[config.mk]
export PLATFORM = sky130hd
export DESIGN_NAME = lpm_ctrl
export DESIGN_NICKNAME = d
export VERILOG_FILES = /design/src/hw/rtl/lpm_pkg.sv /design/src/hw/rtl/lpm_ctrl.sv
export SDC_FILE = /design/constraint.sdc
export NUM_CORES = 1
export LEC_CHECK = 0
export BUFFER_PORTS_ARGS = -buffer_cell sky130_fd_sc_hd__buf_2
export CORE_AREA = 2 2 39 41
export DETAILED_ROUTE_END_ITERATION = 16
export DIE_AREA = 0 0 41 43
export SLEW_MARGIN = 20
export SYNTH_ARGS = -nofsm -noshare
export SYNTH_HDL_FRONTEND = slang
export SYNTH_SLANG_ARGS = --single-unit
[constraint.sdc]
create_clock -name clk -period 1.4 [get_ports clk]
set_clock_uncertainty 0.1 [all_clocks]
set_input_delay 0.21 -clock clk [delete_from_list [all_inputs] [get_ports clk]]
set_output_delay 0.21 -clock clk [all_outputs]
set_load 0.01 [all_outputs]
[src/hw/rtl/lpm_pkg.sv]
// Shared types, constants and helper functions of the longest prefix match router.
package lpm_pkg;

  localparam int IP_W   = 32;
  localparam int LEN_W  = 6;
  localparam int TTL_W  = 8;
  localparam int PORT_W = 2;
  localparam int STAT_W = 3;

  localparam logic [LEN_W-1:0] LEN_MAX = LEN_W'(IP_W);

  localparam logic CMD_ADD   = 1'b0;
  localparam logic CMD_ROUTE = 1'b1;

  typedef enum logic [STAT_W-1:0] {
    STAT_ADDED   = 3'd0,
    STAT_FULL    = 3'd1,
    STAT_TTL     = 3'd2,
    STAT_NOROUTE = 3'd3,
    STAT_FWD     = 3'd4
  } status_t;

  typedef enum logic [1:0] {
    ST_IDLE,
    ST_DECIDE,
    ST_SCAN,
    ST_FINISH
  } state_t;

  typedef struct packed {
    logic [IP_W-1:0]   prefix;
    logic [LEN_W-1:0]  length;
    logic              hop_present;
    logic [IP_W-1:0]   hop;
    logic [PORT_W-1:0] port;
  } route_t;

  typedef struct packed {
    logic take_input;
    logic load_item;
    logic decide;
    logic issue;
    logic compare;
    logic out_load;
  } ctl_cmd_t;

  typedef struct packed {
    logic in_valid;
    logic scan_needed;
    logic all_issued;
    logic out_free;
  } dp_stat_t;

  function automatic logic [LEN_W-1:0] clamp_len(input logic [LEN_W-1:0] len);
    return (len > LEN_MAX) ? LEN_MAX : len;
  endfunction

  // The length must already be clamped to at most 32.
  function automatic logic [IP_W-1:0] len_mask(input logic [LEN_W-1:0] len);
    logic [IP_W-1:0] mask;
    mask = '0;
    if (len != '0) begin
      mask = {IP_W{1'b1}} << (LEN_MAX - len);
    end
    return mask;
  endfunction

endpackage

[src/hw/rtl/lpm_ctrl.sv]
// Controller state machine sequencing accept, decision, table scan and result.
module lpm_ctrl
  import lpm_pkg::*;
(
  input  logic     clk,
  input  logic     rst,
  input  dp_stat_t stat,
  output ctl_cmd_t cmd
);

  state_t state, state_next;

  always_ff @(posedge clk) begin
    if (rst) begin
      state <= ST_IDLE;
    end else begin
      state <= state_next;
    end
  end

  always_comb begin
    state_next = state;
    case (state)
      ST_IDLE: begin
        if (stat.in_valid) begin
          state_next = ST_DECIDE;
        end
      end
      ST_DECIDE: begin
        state_next = stat.scan_needed ? ST_SCAN : ST_FINISH;
      end
      ST_SCAN: begin
        if (stat.all_issued) begin
          state_next = ST_FINISH;
        end
      end
      ST_FINISH: begin
        if (stat.out_free) begin
          state_next = ST_IDLE;
        end
      end
      default: state_next = ST_IDLE;
    endcase
  end

  always_comb begin
    cmd = '0;
    case (state)
      ST_IDLE: begin
        cmd.take_input = 1'b1;
        cmd.load_item  = stat.in_valid;
      end
      ST_DECIDE: begin
        cmd.decide = 1'b1;
        cmd.issue  = stat.scan_needed;
      end
      ST_SCAN: begin
        cmd.compare = 1'b1;
        cmd.issue   = !stat.all_issued;
      end
      ST_FINISH: begin
        cmd.out_load = stat.out_free;
      end
      default: cmd = '0;
    endcase
  end

endmodule

==> summary.md <==
| Metric | Value |
|---|---|
| Outcome | finished, violations left |
| Failing checks | negative setup slack |
| Final Hold Vio Count | 0 |
| Syn Nets | 38 |
| CP Capture Type | output port |
| CTS tree | built |
| Met1 usage | 7.35% |
| Class of the worst hold path | input pin to flop |
| Final worst-path cycle share | 108% |
| Top flop regs | state (2) |
| CTS Buf Count | 3 |
| Met2 usage in global routing | 15.3% |
| Synth Cell Area | 239 um2 |
| # fillers | 150 |
| Yosys top cell area share | 26.2% |
| Final setup fails | 1 |
| Die Y | between 40 and 50 um |
| Total GRT Usage | 8.72% |
| Design area | 468 um2 |
| Hpwl dp | 456 um |
| First-pass GRT wire length | 966 um |
| Vias in the first global route | 231 |
| Slowest cell on crit path | dfxtp_4 |
| GRT overflow | 0 |
| Clk sinks | 2 |
| PnR worst setup slack | -0.107 ns |
| Antenna violations before repair | 0 |
| Met3 usage | 4.71% |
| Largest area contributor in the netlist | ha_1 |
| Routed WL | 653 um |
| YS warnings | 0 |
| Cell Area, Placed | 342 um2 |
| Die area | 1760 um2 |
| Root buffer cell | clkbuf_4 |
| Initial core utilization | 17.3% |
| FF/Latch Area | between 40 and 50 um2 |
| CP Max Fanout | 4 |
| Vias per std cell | ~4.1 |
| Post-synthesis cell type count | 18 |
| Final Max Slew Viols | 0 |
| Clock latency on the worst-skew pair | 0.23 ns |
| DR iter-0 viols | 2 |
| Area contributors post-synth | ha_1 (26%), dfxtp_1 (17%), a221oi_2 (6.3%) |
| Layout Area Growth over Synthesis | 95.8% |
| Average size of a mapped cell | 8.85 um2 |
| Placed Cells | between 50 and 60 |
| Ant diodes | 0 |
| CP max stage delay | approximately 0.37 ns |
| Crit path kind | flop to output port |
| DR pass1 iterations | 2 |
| WL/cell | 10.4 um |
| Commonest non-fill, non-tap cells in the layout | buf_2 (9), buf_4 (5), clkbuf_4 (3), buf_6 (3) |
| Worst vdd ir | 866 uV |
| Nets | 60 |
| Seq cells post-synth | 2 |
| Max reg flops | 2 |
| Multi-input gate area | 245 um2 |
| Arr. time, crit path | roughly 1.2 ns |
| Largest net degree at the start of global routing | 7 |
| Layout cells sized above 1 | 76.6% |
| Rows | 14 |
| PD cells | 2140 nW/um2 |
| Fmax | 0.663 GHz |
| Core ar. | 1380 um2 |
| Vias post-DR | approximately 260 |
| Crit start category | flop |
| GPL Wtd Cong | 0.672 |
| Top reg by flops | state |
| Tmin final | ~1.5 ns |
| MaxCap Viol Count | 0 |
| Port-buffer cells | 11 |
| Top Ports | 12 |
| Most common cell after layout, fill and taps aside | buf_2 |
| Worst-case clock buffer depth | 2 |
| Die width | 41 um |
| Crit-path cells | inv_4 -> ha_4 -> a21boi_4 -> buf_6 |
| GR peak layer | met2 |
| Hold_buf cts | 0 |
| Worst slew margin | 82.1% |
| Worst-Margin Slew | 0.267 ns |
| WP data required | 1.09 ns |
| RSZ-0062 raised after global routing | yes |
| Static leakage | roughly 0.22 nW |
| Final ANT Viol Nets | 0 |
| Final setup TNS | -0.107 ns |
| Cells after Synth | 27 |
| Final Non-Filler Cells | 63 |
| DRC viols | 0 |
| H-tree Lvls | 1 |
| Register area share after synthesis | between 10% and 20% |
| Clock-pin slew on the worst setup and hold paths | 0.03 ns |
layout make-up:
cell class / count / share of cell area (%)
multi-input cells: 22 / 52.4
inverters: 3 / 3.48
repair buffers: 17 / 24.9
well taps: 16 / 4.28
clock buffers: 3 / 4.81
flip-flops and latches: 2 / 10.2
worst max-delay path, delay by kind of cell, from the launching register on:
| kind | cells | cell delay [ns] |
|---|---|---|
| DFF | 1 | 0.37 |
| AOI/OAI and AO/OA | 1 | 0.17 |
| buffers and inverters | 2 | 0.17 |
| adders and majority gates | 1 | 0.26 |
where the power goes:
group / switching [mW] / internal, mW / total [mW]
clock network: 0.0330 / 0.0946 / 0.128
logic: 0.305 / 0.420 / 0.725
registers: 0.0455 / 0.101 / 0.147
total: 0.384 / 0.616 / 1.00
synthesized netlist by cell type (all sizes together):
cell and number:
a211oi 1, a21boi 1, a21oi 1, a221oi 1, and2 2, and2b 3
dfxtp 2, ha 5, inv 3, nand2 1, nand2b 2, nand4 1
nor3 1, o2111ai 1, o31ai 1, or2b 1
kinds of logic after synthesis:
| group | Yosys count | share of synthesized area, % |
|---|---|---|
| compound gates | 6 | 21.5 |
| fa+ha+maj | 5 | 26.2 |
| buf+inv | 3 | 4.71 |
| flops | 2 | 16.8 |
| simple gates | 11 | 30.9 |
per-layer routing:
layer | vias up | wire [um]
li1 | 138 | -
met1 | 113 | 223
met2 | 6 | 391
met3 | 0 | 38
met4 | 0 | 0
met5 | - | 0
timing repair:
| item | in CTS | in global routing |
|---|---|---|
| resized for setup | 12 | 10 |
| setup buffers | 2 | 1 |
| endpoints found under the setup margin | 2 | 6 |
| pin swaps | 1 | 2 |
stage by stage:
stage          total power [mW]  util, %  setup WS [ns]  hold slack (ns)
2_1_floorplan             0.409        -         0.0115            0.176
3_3_place_gp              0.572     24.7         0.0245            0.308
3_5_place_dp              0.579     24.7       -0.00666            0.310
4_1_cts                   0.878     30.0        -0.0954           0.0614
5_1_grt                    1.08     33.8         -0.151           0.0629
6_report                   1.00     33.8         -0.107           0.0699
path summary, 6_finish.rpt:
path | start | to | slack [ns] | cells after the start
max | state[1] | cmd[2] | -0.11 | 4
max reg2reg | state[1] | state[1] | 0.09 | 5
min reg2reg | state[0] | state[0] | 0.55 | 3
min | rst | state[1] | 0.07 | 2
(Power assumes the default switching activity.)
